==> config.mk <==
export PLATFORM = sky130hd
export DESIGN_NAME = source_text_tokenizer
export DESIGN_NICKNAME = d
export VERILOG_FILES = /design/src/rtl/stt_pkg.sv /design/src/rtl/source_text_tokenizer.sv /design/src/rtl/stt_scan.sv /design/src/rtl/stt_tok_fifo.sv
export SDC_FILE = /design/constraint.sdc
export NUM_CORES = 1
export LEC_CHECK = 0
export BUFFER_PORTS_ARGS = -buffer_cell sky130_fd_sc_hd__buf_4
export CAP_MARGIN = 0
export CORE_ASPECT_RATIO = 1.75
export CORE_MARGIN = 4
export CORE_UTILIZATION = 30
export CTS_BUF_LIST = sky130_fd_sc_hd__clkbuf_4 sky130_fd_sc_hd__clkbuf_8
export CTS_CLUSTER_DIAMETER = 120
export DETAILED_ROUTE_END_ITERATION = 10
export HOLD_SLACK_MARGIN = 0.12
export PLACE_DENSITY = 0.54
export SLEW_MARGIN = 0
export SYNTH_ARGS = -nofsm -noshare
export SYNTH_HDL_FRONTEND = slang
export SYNTH_HIERARCHICAL = 1
export SYNTH_SLANG_ARGS = --single-unit
==> constraint.sdc <==
create_clock -name clk -period 8.8 [get_ports clk]
set_input_delay 1.32 -clock clk [delete_from_list [all_inputs] [get_ports clk]]
set_output_delay 1.32 -clock clk [all_outputs]
set_load 0.1 [all_outputs]
==> src/rtl/stt_pkg.sv <==
package stt_pkg;

    localparam logic [1:0] OP_CHAR = 2'd0;
    localparam logic [1:0] OP_EOL  = 2'd1;
    localparam logic [1:0] OP_EOI  = 2'd2;

    localparam logic [4:0] K_BANGEQ = 5'd11;
    localparam logic [4:0] K_EQEQ   = 5'd12;
    localparam logic [4:0] K_EQ     = 5'd13;
    localparam logic [4:0] K_KW0    = 5'd14;
    localparam logic [4:0] K_IDENT  = 5'd21;
    localparam logic [4:0] K_NUMBER = 5'd22;
    localparam logic [4:0] K_EOF    = 5'd23;
    localparam logic [4:0] K_ERROR  = 5'd24;

    localparam int NUM_PUNCT = 11;
    localparam int NUM_KW    = 7;

    // punctuator kind is its index here
    localparam logic [7:0] PUNCT_CHAR [NUM_PUNCT] = '{
        8'h28, 8'h7b, 8'h29, 8'h7d, 8'h3b, 8'h2b, 8'h2d, 8'h2a, 8'h2f, 8'h3e, 8'h3c
    };

    // keyword text packed right-aligned, eight bits a character
    localparam logic [39:0] KW_TEXT [NUM_KW] = '{
        40'h0000696e74,
        40'h00626f6f6c,
        40'h7072696e74,
        40'h0000006966,
        40'h00656c7365,
        40'h006c6f6f70,
        40'h627265616b
    };

    localparam logic [2:0] KW_LEN [NUM_KW] = '{
        3'd3, 3'd4, 3'd5, 3'd2, 3'd4, 3'd4, 3'd5
    };

    localparam logic [7:0] CH_BANG  = 8'h21;
    localparam logic [7:0] CH_EQ    = 8'h3d;
    localparam logic [7:0] CH_UNDER = 8'h5f;
    localparam logic [7:0] CH_ZERO  = 8'h30;

    typedef enum logic [2:0] {
        MODE_IDLE = 3'd0,
        MODE_WORD = 3'd1,
        MODE_NUM  = 3'd2,
        MODE_BANG = 3'd3,
        MODE_EQ   = 3'd4,
        MODE_SKIP = 3'd5
    } scan_mode_t;

    typedef struct packed {
        logic [4:0]  kind;
        logic [15:0] line;
        logic [11:0] col;
        logic [12:0] len;
        logic [31:0] value;
        logic        last;
    } token_t;

    // up to two tokens from one word, pre comes first
    typedef struct packed {
        logic   pre_v;
        token_t pre;
        logic   post_v;
        token_t post;
    } scan_res_t;

endpackage

==> src/rtl/source_text_tokenizer.sv <==
// channel | direction | handshake                  | payload
// char    | in        | char_valid / char_ready    | operation, char_byte
// token   | out       | token_valid / token_ready  | token_kind, line_number, start_column,
//         |           |                            | token_length, number_value, last_of_run
//
// a word is taken every cycle while char_ready is high; its tokens go into the queue
// when it leaves the input register, and a word giving two tokens writes both at once
// a four-entry token queue sits after the scanner; char_ready drops while the
// input register is full and the queue holds more than two tokens
// rst_n clears the line and column counters, the scan state and the queue at once
module source_text_tokenizer #(
    parameter int MAX_LINE_LENGTH = 4096,
    parameter int MAX_LINES       = 65536,
    parameter int NUMBER_BITS     = 32
) (
    input  logic        clk,
    input  logic        rst_n,
    input  logic        char_valid,
    output logic        char_ready,
    input  logic [1:0]  operation,
    input  logic [7:0]  char_byte,
    output logic        token_valid,
    input  logic        token_ready,
    output logic [4:0]  token_kind,
    output logic [15:0] line_number,
    output logic [11:0] start_column,
    output logic [12:0] token_length,
    output logic [31:0] number_value,
    output logic        last_of_run
);

    logic       in_v_reg;
    logic [1:0] op_reg;
    logic [7:0] byte_reg;
    logic       fire;
    logic       room;
    logic       pop;
    stt_pkg::scan_res_t res;
    stt_pkg::token_t    head;

    assign fire       = in_v_reg && room;
    assign char_ready = !in_v_reg || fire;
    assign pop        = token_valid && token_ready;

    always_ff @(posedge clk or negedge rst_n)
    begin
        if (!rst_n)
        begin
            in_v_reg <= 1'b0;
        end
        else if (char_ready)
        begin
            in_v_reg <= char_valid;
        end
    end

    always_ff @(posedge clk)
    begin
        if (char_valid && char_ready)
        begin
            op_reg   <= operation;
            byte_reg <= char_byte;
        end
    end

    stt_scan #(
        .MAX_LINE_LENGTH (MAX_LINE_LENGTH),
        .MAX_LINES       (MAX_LINES),
        .NUMBER_BITS     (NUMBER_BITS)
    ) u_scan (
        .clk       (clk),
        .rst_n     (rst_n),
        .fire      (fire),
        .operation (op_reg),
        .char_byte (byte_reg),
        .res       (res)
    );

    stt_tok_fifo u_fifo (
        .clk       (clk),
        .rst_n     (rst_n),
        .push      (fire),
        .res       (res),
        .pop       (pop),
        .room      (room),
        .not_empty (token_valid),
        .head      (head)
    );

    assign token_kind   = head.kind;
    assign line_number  = head.line;
    assign start_column = head.col;
    assign token_length = head.len;
    assign number_value = head.value;
    assign last_of_run  = head.last;

`ifndef SYNTHESIS
    a_fire_gives_token: assert property (@(posedge clk) disable iff (!rst_n)
        fire && (res.pre_v || res.post_v) |=> token_valid)
        else $error("scanned token missing from output");
    a_ready_when_free: assert property (@(posedge clk) disable iff (!rst_n)
        !in_v_reg |-> char_ready)
        else $error("input stalled with empty input register");
`endif

endmodule

==> src/rtl/stt_scan.sv <==
module stt_scan #(
    parameter int MAX_LINE_LENGTH = 4096,
    parameter int MAX_LINES       = 65536,
    parameter int NUMBER_BITS     = 32
) (
    input  logic                clk,
    input  logic                rst_n,
    input  logic                fire,
    input  logic [1:0]          operation,
    input  logic [7:0]          char_byte,
    output stt_pkg::scan_res_t  res
);

    localparam int COL_W  = $clog2(MAX_LINE_LENGTH);
    localparam int LEN_W  = $clog2(MAX_LINE_LENGTH + 1);
    localparam int LINE_W = $clog2(MAX_LINES);
    localparam int NB     = NUMBER_BITS;

    localparam logic [COL_W-1:0]  COL_MAX  = COL_W'(MAX_LINE_LENGTH - 1);
    localparam logic [LEN_W-1:0]  LEN_MAX  = LEN_W'(MAX_LINE_LENGTH);
    localparam logic [LINE_W-1:0] LINE_MAX = LINE_W'(MAX_LINES - 1);
    localparam logic [NB-1:0]     NUM_MAX  = '1;

    stt_pkg::scan_mode_t mode_reg, mode_next;
    logic [LINE_W-1:0] line_reg, line_next;
    logic [COL_W-1:0]  col_reg, col_next;
    logic [COL_W-1:0]  start_reg, start_next;
    logic [LEN_W-1:0]  len_reg, len_next;
    logic [39:0]       kb_reg, kb_next;
    logic [NB-1:0]     acc_reg, acc_next;

    logic              is_letter, is_digit, is_space, is_word;
    logic              p_hit;
    logic [4:0]        p_kind;
    logic [4:0]        wk;
    logic              fl_v;
    logic [4:0]        fl_kind;
    logic [LEN_W-1:0]  fl_len;
    logic [NB-1:0]     fl_val;
    logic [NB-1:0]     acc_grown;

    logic              pre_v, post_v, rescan;
    logic [4:0]        pre_kind, post_kind;
    logic [LEN_W-1:0]  pre_len, post_len;
    logic [NB-1:0]     pre_val;
    logic [COL_W-1:0]  post_col;
    logic [LINE_W-1:0] post_line;

    function automatic logic [NB-1:0] acc_add(input logic [NB-1:0] a, input logic [7:0] ch);
        logic [NB+3:0] t;
        t = ((NB+4)'(a) << 3) + ((NB+4)'(a) << 1) + (NB+4)'(ch - stt_pkg::CH_ZERO);
        if (t > (NB+4)'(NUM_MAX))
        begin
            return NUM_MAX;
        end
        return t[NB-1:0];
    endfunction

    function automatic stt_pkg::token_t to_tok(
        input logic [4:0]        kind,
        input logic [LINE_W-1:0] line,
        input logic [COL_W-1:0]  col,
        input logic [LEN_W-1:0]  len,
        input logic [NB-1:0]     val,
        input logic              last
    );
        stt_pkg::token_t t;
        logic [63:0] line_w, col_w, len_w, val_w;
        line_w  = 64'(line);
        col_w   = 64'(col);
        len_w   = 64'(len);
        val_w   = 64'(val);
        t.kind  = kind;
        t.line  = line_w[15:0];
        t.col   = col_w[11:0];
        t.len   = len_w[12:0];
        t.value = val_w[31:0];
        t.last  = last;
        return t;
    endfunction

    // character classes
    always_comb
    begin
        is_letter = (char_byte >= 8'h61 && char_byte <= 8'h7a)
                 || (char_byte >= 8'h41 && char_byte <= 8'h5a);
        is_digit  = char_byte >= 8'h30 && char_byte <= 8'h39;
        is_space  = char_byte == 8'h20 || (char_byte >= 8'h09 && char_byte <= 8'h0d);
        is_word   = is_letter || is_digit || char_byte == stt_pkg::CH_UNDER;
        p_hit     = 1'b0;
        p_kind    = '0;
        for (int k = 0; k < stt_pkg::NUM_PUNCT; k++)
        begin
            if (char_byte == stt_pkg::PUNCT_CHAR[k])
            begin
                p_hit  = 1'b1;
                p_kind = 5'(k);
            end
        end
    end

    // keyword match on the buffered word
    always_comb
    begin
        wk = stt_pkg::K_IDENT;
        for (int k = stt_pkg::NUM_KW - 1; k >= 0; k--)
        begin
            if (len_reg == LEN_W'(stt_pkg::KW_LEN[k]) && kb_reg == stt_pkg::KW_TEXT[k])
            begin
                wk = stt_pkg::K_KW0 + 5'(k);
            end
        end
    end

    // pending token at a boundary
    always_comb
    begin
        fl_v    = 1'b0;
        fl_kind = '0;
        fl_len  = LEN_W'(1);
        fl_val  = '0;
        unique case (mode_reg)
            stt_pkg::MODE_WORD:
            begin
                fl_v    = 1'b1;
                fl_kind = wk;
                fl_len  = len_reg;
            end
            stt_pkg::MODE_NUM:
            begin
                fl_v    = 1'b1;
                fl_kind = stt_pkg::K_NUMBER;
                fl_len  = len_reg;
                fl_val  = acc_reg;
            end
            stt_pkg::MODE_BANG:
            begin
                fl_v    = 1'b1;
                fl_kind = stt_pkg::K_ERROR;
            end
            stt_pkg::MODE_EQ:
            begin
                fl_v    = 1'b1;
                fl_kind = stt_pkg::K_EQ;
            end
            default:
            begin
                fl_v = 1'b0;
            end
        endcase
    end

    assign acc_grown = acc_add(acc_reg, char_byte);

    always_comb
    begin
        mode_next  = mode_reg;
        line_next  = line_reg;
        col_next   = col_reg;
        start_next = start_reg;
        len_next   = len_reg;
        kb_next    = kb_reg;
        acc_next   = acc_reg;
        pre_v      = 1'b0;
        pre_kind   = '0;
        pre_len    = '0;
        pre_val    = '0;
        post_v     = 1'b0;
        post_kind  = '0;
        post_len   = LEN_W'(1);
        post_col   = col_reg;
        post_line  = line_reg;
        rescan     = 1'b0;
        if (fire)
        begin
            unique case (operation)
                stt_pkg::OP_CHAR:
                begin
                    unique case (mode_reg)
                        stt_pkg::MODE_WORD:
                        begin
                            if (is_word)
                            begin
                                if (len_reg < LEN_W'(5))
                                begin
                                    kb_next = {kb_reg[31:0], char_byte};
                                end
                                if (len_reg < LEN_MAX)
                                begin
                                    len_next = len_reg + LEN_W'(1);
                                end
                            end
                            else
                            begin
                                pre_v     = fl_v;
                                pre_kind  = fl_kind;
                                pre_len   = fl_len;
                                mode_next = stt_pkg::MODE_IDLE;
                                rescan    = 1'b1;
                            end
                        end
                        stt_pkg::MODE_NUM:
                        begin
                            if (is_digit)
                            begin
                                acc_next = acc_grown;
                                if (len_reg < LEN_MAX)
                                begin
                                    len_next = len_reg + LEN_W'(1);
                                end
                            end
                            else
                            begin
                                pre_v     = fl_v;
                                pre_kind  = fl_kind;
                                pre_len   = fl_len;
                                pre_val   = fl_val;
                                mode_next = stt_pkg::MODE_IDLE;
                                rescan    = 1'b1;
                            end
                        end
                        stt_pkg::MODE_BANG:
                        begin
                            pre_v = 1'b1;
                            if (char_byte == stt_pkg::CH_EQ)
                            begin
                                pre_kind  = stt_pkg::K_BANGEQ;
                                pre_len   = LEN_W'(2);
                                mode_next = stt_pkg::MODE_IDLE;
                            end
                            else
                            begin
                                pre_kind  = stt_pkg::K_ERROR;
                                pre_len   = LEN_W'(1);
                                mode_next = stt_pkg::MODE_SKIP;
                            end
                        end
                        stt_pkg::MODE_EQ:
                        begin
                            pre_v     = 1'b1;
                            mode_next = stt_pkg::MODE_IDLE;
                            if (char_byte == stt_pkg::CH_EQ)
                            begin
                                pre_kind = stt_pkg::K_EQEQ;
                                pre_len  = LEN_W'(2);
                            end
                            else
                            begin
                                pre_kind = stt_pkg::K_EQ;
                                pre_len  = LEN_W'(1);
                                rescan   = 1'b1;
                            end
                        end
                        stt_pkg::MODE_SKIP:
                        begin
                            rescan = 1'b0;
                        end
                        default:
                        begin
                            mode_next = stt_pkg::MODE_IDLE;
                            rescan    = 1'b1;
                        end
                    endcase
                    if (rescan && !is_space)
                    begin
                        if (p_hit)
                        begin
                            post_v    = 1'b1;
                            post_kind = p_kind;
                        end
                        else if (char_byte == stt_pkg::CH_BANG || char_byte == stt_pkg::CH_EQ
                                 || is_letter || is_digit)
                        begin
                            start_next = col_reg;
                            len_next   = LEN_W'(1);
                            kb_next    = '0;
                            acc_next   = '0;
                            if (char_byte == stt_pkg::CH_BANG)
                            begin
                                mode_next = stt_pkg::MODE_BANG;
                            end
                            else if (char_byte == stt_pkg::CH_EQ)
                            begin
                                mode_next = stt_pkg::MODE_EQ;
                            end
                            else if (is_letter)
                            begin
                                mode_next = stt_pkg::MODE_WORD;
                                kb_next   = 40'(char_byte);
                            end
                            else
                            begin
                                mode_next = stt_pkg::MODE_NUM;
                                acc_next  = NB'(char_byte - stt_pkg::CH_ZERO);
                            end
                        end
                        else
                        begin
                            post_v    = 1'b1;
                            post_kind = stt_pkg::K_ERROR;
                            mode_next = stt_pkg::MODE_SKIP;
                        end
                    end
                    if (col_reg < COL_MAX)
                    begin
                        col_next = col_reg + COL_W'(1);
                    end
                end
                stt_pkg::OP_EOL:
                begin
                    pre_v     = fl_v;
                    pre_kind  = fl_kind;
                    pre_len   = fl_len;
                    pre_val   = fl_val;
                    mode_next = stt_pkg::MODE_IDLE;
                    if (line_reg < LINE_MAX)
                    begin
                        line_next = line_reg + LINE_W'(1);
                    end
                    col_next = '0;
                end
                stt_pkg::OP_EOI:
                begin
                    pre_v     = fl_v;
                    pre_kind  = fl_kind;
                    pre_len   = fl_len;
                    pre_val   = fl_val;
                    post_v    = 1'b1;
                    post_kind = stt_pkg::K_EOF;
                    post_col  = '0;
                    post_len  = '0;
                    if (col_reg != '0 && line_reg < LINE_MAX)
                    begin
                        post_line = line_reg + LINE_W'(1);
                    end
                    mode_next  = stt_pkg::MODE_IDLE;
                    line_next  = '0;
                    col_next   = '0;
                    start_next = '0;
                    len_next   = '0;
                    kb_next    = '0;
                    acc_next   = '0;
                end
                default:
                begin
                    rescan = 1'b0;
                end
            endcase
        end
    end

    always_comb
    begin
        res.pre_v  = pre_v;
        res.pre    = to_tok(pre_kind, line_reg, start_reg, pre_len, pre_val, !post_v);
        res.post_v = post_v;
        res.post   = to_tok(post_kind, post_line, post_col, post_len, '0, 1'b1);
    end

    always_ff @(posedge clk or negedge rst_n)
    begin
        if (!rst_n)
        begin
            mode_reg  <= stt_pkg::MODE_IDLE;
            line_reg  <= '0;
            col_reg   <= '0;
            start_reg <= '0;
            len_reg   <= '0;
            kb_reg    <= '0;
            acc_reg   <= '0;
        end
        else
        begin
            mode_reg  <= mode_next;
            line_reg  <= line_next;
            col_reg   <= col_next;
            start_reg <= start_next;
            len_reg   <= len_next;
            kb_reg    <= kb_next;
            acc_reg   <= acc_next;
        end
    end

`ifndef SYNTHESIS
    a_eoi_clears: assert property (@(posedge clk) disable iff (!rst_n)
        fire && operation == stt_pkg::OP_EOI
        |=> line_reg == '0 && col_reg == '0 && mode_reg == stt_pkg::MODE_IDLE)
        else $error("end of input left scanner state behind");
`endif

endmodule

==> src/rtl/stt_tok_fifo.sv <==
module stt_tok_fifo (
    input  logic               clk,
    input  logic               rst_n,
    input  logic               push,
    input  stt_pkg::scan_res_t res,
    input  logic               pop,
    output logic               room,
    output logic               not_empty,
    output stt_pkg::token_t    head
);

    localparam int DEPTH = 4;

    stt_pkg::token_t mem [DEPTH];
    logic [1:0] wr_ptr_reg, wr_ptr_next;
    logic [1:0] rd_ptr_reg, rd_ptr_next;
    logic [2:0] count_reg, count_next;
    logic [1:0] n_push;
    stt_pkg::token_t first;

    always_comb
    begin
        n_push      = push ? (2'(res.pre_v) + 2'(res.post_v)) : 2'd0;
        first       = res.pre_v ? res.pre : res.post;
        wr_ptr_next = wr_ptr_reg + n_push;
        rd_ptr_next = rd_ptr_reg + 2'(pop);
        count_next  = count_reg + 3'(n_push) - 3'(pop);
    end

    assign room      = count_reg <= 3'd2;
    assign not_empty = count_reg != '0;
    assign head      = mem[rd_ptr_reg];

    always_ff @(posedge clk)
    begin
        if (n_push != 2'd0)
        begin
            mem[wr_ptr_reg] <= first;
        end
        if (n_push == 2'd2)
        begin
            mem[wr_ptr_reg + 2'd1] <= res.post;
        end
    end

    always_ff @(posedge clk or negedge rst_n)
    begin
        if (!rst_n)
        begin
            wr_ptr_reg <= '0;
            rd_ptr_reg <= '0;
            count_reg  <= '0;
        end
        else
        begin
            wr_ptr_reg <= wr_ptr_next;
            rd_ptr_reg <= rd_ptr_next;
            count_reg  <= count_next;
        end
    end

`ifndef SYNTHESIS
    a_fill_bound: assert property (@(posedge clk) disable iff (!rst_n)
        count_reg <= 3'(DEPTH))
        else $error("token queue overfilled");
`endif

endmodule

After elaboration in Yosys (flattened, before gate mapping)
Memories as Yosys holds them, arrays and structs flattened. Index checks and enable logic that the tools add are counted.

Register bits: 146. Bits in writable memories: 316. Bits of input ports: 14. Output and inout port bits: 81. Word-level logic and storage cells: 256. Memories: 1.

Memories: u_fifo.mem (depth 4, bits a word 79, read ports 1, clocked after Yosys merged registers in 0, wr ports 2, line stt_tok_fifo.sv:14) `stt_pkg::token_t mem [DEPTH];`.

Add/sub/neg operators: 13. Magnitude comparators: 14. Eq/ne operators: 39. Mux-type cells: 132. Reduce and logical (&&, ||, !) cells: 44.

Operators by type and width (count): $mux W32 (14); $mux W40 (8); $mux W13 (11); $pmux W32 S2 (2); $eq A40 B31 Y1 const B (3); $eq A8 B6 Y1 const B (12); $mux W5 (19); $eq A40 B39 Y1 const B (2); $pmux W40 S2 (1); $mux W79 (1); $pmux W13 S2 (3); $mux W12 (6); $mux W16 (4); $pmux W12 S2 (2); $eq A40 B15 Y1 const B (1); $eq A40 B23 Y1 const B (1); $pmux W5 S4 (2); $pmux W13 S3 (1); $add A35 B33 Y36 (1); $add A36 B36 Y36 (1); $gt A36 B32 Y1 const B (1); $mux W3 (12); $mux W1 (33); $pmux W16 S2 (1); 51 further kinds (100).

Longest topological paths before layout
Word-level depth: 21. Mapped depth: 18. Mapped depth without buffers: 17.

Hierarchy
The synthesis kept the hierarchy.

By module, submodules not included: stt_tok_fifo (times used 1, cells each 937, area each 15305.9 um^2, seq. area each 9664.3 um^2); stt_scan (times used 1, cells each 1364, area each 11492.3 um^2, seq. area each 3203.1 um^2); source_text_tokenizer (times used 1, cells each 16, area each 366.6 um^2, seq. area each 325.3 um^2).

Worst setup path after synthesis
No wires, ideal clock.

Path kind: register to register. Start point: register byte_reg[4]. End point: memory u_fifo/mem[1][0] (netlist bit) (enable). Setup time: 0.629 ns. Data arrival time: 8.654 ns. Slack: -0.484 ns. Stages on the path, launching flop included: 15. Path buffers: 1. Clock period less this slack: 9.284 ns. Cells stage by stage: edfxtp_1 > inv_1 > ha_1 > or3b_1 > nor4_1 > and2_1 > nor3_2 > a31o_4 > nand4_1 > and2_1 > inv_1 > buf_4 > ha_1 > mux2i_1 > nor3b_1.

RTL lines: from (decl) (line source_text_tokenizer.sv:34) `logic [7:0] byte_reg;`; from (signal assigned) (line source_text_tokenizer.sv:62) `byte_reg <= char_byte;`; to (decl) (line stt_tok_fifo.sv:14).

==> impl_metrics.ini <==
[sta]
whs_ps = 505.5
max_freq_ghz = 0.1590
fin_crit_ps = 6290
slew_headroom = 0.1869
rsz0062_at_grt = false
final_hold_viol_count = 0
clock-skew-final_ps = 33.51
tns_ps = 0
worst_pin_slew_ps = 1215
final-setup-viol-count = 0
drv_slew = 0
period_share = 0.7148

[critical_path]
cp_max_fo = 46
path_class = reg -> reg
critPathBufInv = 1
reg2regPathDepth = 14
crit_cells = 14
critical_path.cell_chain = ha_1 -> nand2_1 -> o22ai_1 -> nand2_1 -> o211ai_1 -> nor2b_1 -> o21a_1 -> nor2_1 -> nor2_4 -> ha_1 -> or3b_1 -> o21ai_4 -> buf_4 -> o2bb2ai_1
cp-start-kind = flop
r2r_slack_ps = 2510
arrival_ps = 6770
cp.required_ps = 9280
cp_slowest_cell = o21ai_4
max_stage_delay_ps = 1000
crit_family = simple AND/OR/NAND/NOR gates
crit_path_end_kind = flop

[clocking]
ctsHtreeMaxLevel = 3
post_cts_buffers = 0
cts_inserted_buffers = 69
hold_buffers = 0
cts_tree = yes
ctsResizeCount = 0
cts.clk_slew.worst_paths_ps = 70
cts_buffer_depth = 3
insertion_delay_ps = 670
clock_tree.root_cell = clkbuf_8
cts.sinks = 462

[die]
die_height_um = 406.1
core_um2 = 89620
die_x_um = 235.5
num_io_pins = 95
fp.dieArea_um2 = 95620
num_rows = 145
initial_core_util = 0.3031

[yosys]
synth_edf_count = 326
yosysWarnings = 6
synthTopCellsByArea = edfxtp_1 36%, dfrtp_1 13%, o2bb2ai_1 10%, mux4_2 6.5%, nand2_1 2.8%
synth-seq-cells = 462
synth_top_area_frac = 0.3604
synthFlopType = edfxtp_1
synth_area_leader_cell = edfxtp_1
syn-instance-count = 2317
ys_seq_area_frac = 0.4857
synthesis.area_um2 = 27160
synth.avg_cell_area_um2 = 11.72
yosys.cell_types.count = 101
async_flop_share = 0.2944

[routing]
initialDrtViolationCount = 1494
vias = 19830
wl_per_cell_um = 22.58
finalWirelength_um = 80480
postRouteAntennaNets = 0
vias_per_cell = 5.564
dr.pass1.iters = 5
drc = 0

[power_and_ir_drop]
p_per_area_nw_per_um2 = 341.9
pwr-share-comb = 0.539
p_int_uw = 5179
peakVddDrop_mv = 0.2026
sw_frac_of_total = 0.4953
pwr-share-seq = 0.289
report.power.total_uw = 10260
p_switching_uw = 5083
clkPwrFrac = 0.171
power.leakage_uw = 0.01063

[worst_hold_path]
hp-class = reg -> reg
hold_depth = 1

[final_layout]
fillers = 8982
layout-area-overhead-vs-synth_pct = 10.50
drive_above_1_share = 0.1571
multi_input_comb_area_um2 = 12860
largest_reg_flops = 316
final_util = 0.3349
nNetsFinal = 2443
fin_area_um2 = 30020
seqCellArea_um2 = 13200

[grt]
grt_pass1_wl_um = 124600
grt-ovfl-total = 0
grt_use_total = 0.1646
antenna_found_initial = 1
grt_pass1_vias = 21040
grt_start_max_net_pins = 87

[job]
max_cap_violations = 0

[placed_design]
io_buffers = 94
place_area_um2 = 28690
place_congestion = 0.8769
dp_hpwl_um = 52440

[outcome]
status = finished, final reports clean
-- cell families (layout without fill, tap and decap cells) --
family | after synthesis | count (layout) | synth area share
mux | 92 | 92 | 0.07043
fa+ha+maj | 91 | 91 | 0.05076
flops | 462 | 462 | 0.4857
compound gates | 723 | 723 | 0.2069
other cells | 2 | 46 | 0.0002765
xor+xnor | 59 | 59 | 0.01902
buf+inv | 269 | 296 | 0.04993
simple gates | 619 | 619 | 0.1170
-- synthesized netlist by cell type, types with 13 or more instances --
master	instances
and3_1	20
xnor2_1	33
xor2_1	26
ha_1	59
buf_2	68
a21o_1	20
fa_1	32
nor3_1	48
o2bb2ai_1	316
nor4_1	21
buf_4	51
and2_1	64
a21oi_1	68
clkbuf_1	91
mux4_2	79
inv_1	46
nand2b_1	36
dfrtp_1	136
a31oi_1	23
nand2_1	201
a22o_1	39
o21ai_0	106
o21ai_1	13
edfxtp_1	326
nor2_1	94
nand4_1	24
o211ai_1	14
nand3_1	38
-- per-layer routing --
metal	wire, um	global-route usage	vias to the layer above
met1	30960	0.1812	10080
met2	43940	0.3185	587
met4	2326	0.06032	0
met3	3261	0.02413	135
met5	0	0	-
li1	-	-	9025
-- path summary, 6_finish.rpt --
kind	start	endpoint
worst min-delay path	u_scan/kb_reg[34]$_DFFE_PN0P_	u_scan/kb_reg[34]$_DFFE_PN0P_
max in group asynchronous	rst_n	u_scan/acc_reg[15]$_DFFE_PN0P_
worst min register to register	u_scan/kb_reg[34]$_DFFE_PN0P_	u_scan/kb_reg[34]$_DFFE_PN0P_
worst max register to register	byte_reg[5]$_DFFE_PP_	u_fifo/mem[1][33]$_DFFE_PP_
min in group asynchronous	rst_n	in_v_reg$_DFFE_PN0P_
worst max-delay path	byte_reg[5]$_DFFE_PP_	u_fifo/mem[1][33]$_DFFE_PP_
-- per-stage QoR --
stage          cells  worst slack (ps)
3_5_place_dp    3443              2563
3_3_place_gp    3443              2641
4_1_cts         3563              2508
6_report        3564              2510
5_1_grt         3564              2156
2_1_floorplan   2360              2069
-- layout by cell type (no fill, tap or decap), drive strengths merged, types with 7 or more instances in the layout --
cell type / count
a22o: 39
xor2: 26
a2111oi: 10
nand2b: 37
xnor2: 33
dfrtp: 136
o311ai: 15
or3: 11
o2bb2ai: 316
mux2i: 10
a31oi: 23
o21a: 10
a21oi: 71
and3: 20
o31ai: 12
fa: 32
a211oi: 8
nor2: 99
nand4: 25
nor4: 22
buf: 130
conb: 45
o211ai: 17
edfxtp: 326
nor2b: 7
nand2: 202
inv: 50
a21o: 20
nand3: 38
ha: 59
nor3: 50
mux4: 79
clkbuf: 86
o21ai: 124
and2: 65
clkinv: 26
nand3b: 8
-- power by group through the flow --
stage / Clock, uW / Combinational (uW) / Sequential, uW
6_report: 1760 / 5530 / 2970
5_1_grt: 1900 / 5890 / 3020
4_1_cts: 1820 / 5570 / 2980
3_5_place_dp: 0 / 5550 / 3030
3_3_place_gp: 0 / 5500 / 3020
2_1_floorplan: 0 / 4480 / 2800
-- layout make-up --
class | instances | share of cell area
clock buffers | 86 | 0.03631
flip-flops and latches | 462 | 0.4398
repair buffers | 130 | 0.03264
inverters | 46 | 0.005752
multi-input cells | 1629 | 0.4285
well taps | 1176 | 0.04902
diodes | 1 | 0.00008337
clock inverters | 34 | 0.007962
No activity file was read; power rests on OpenSTA's default activity.
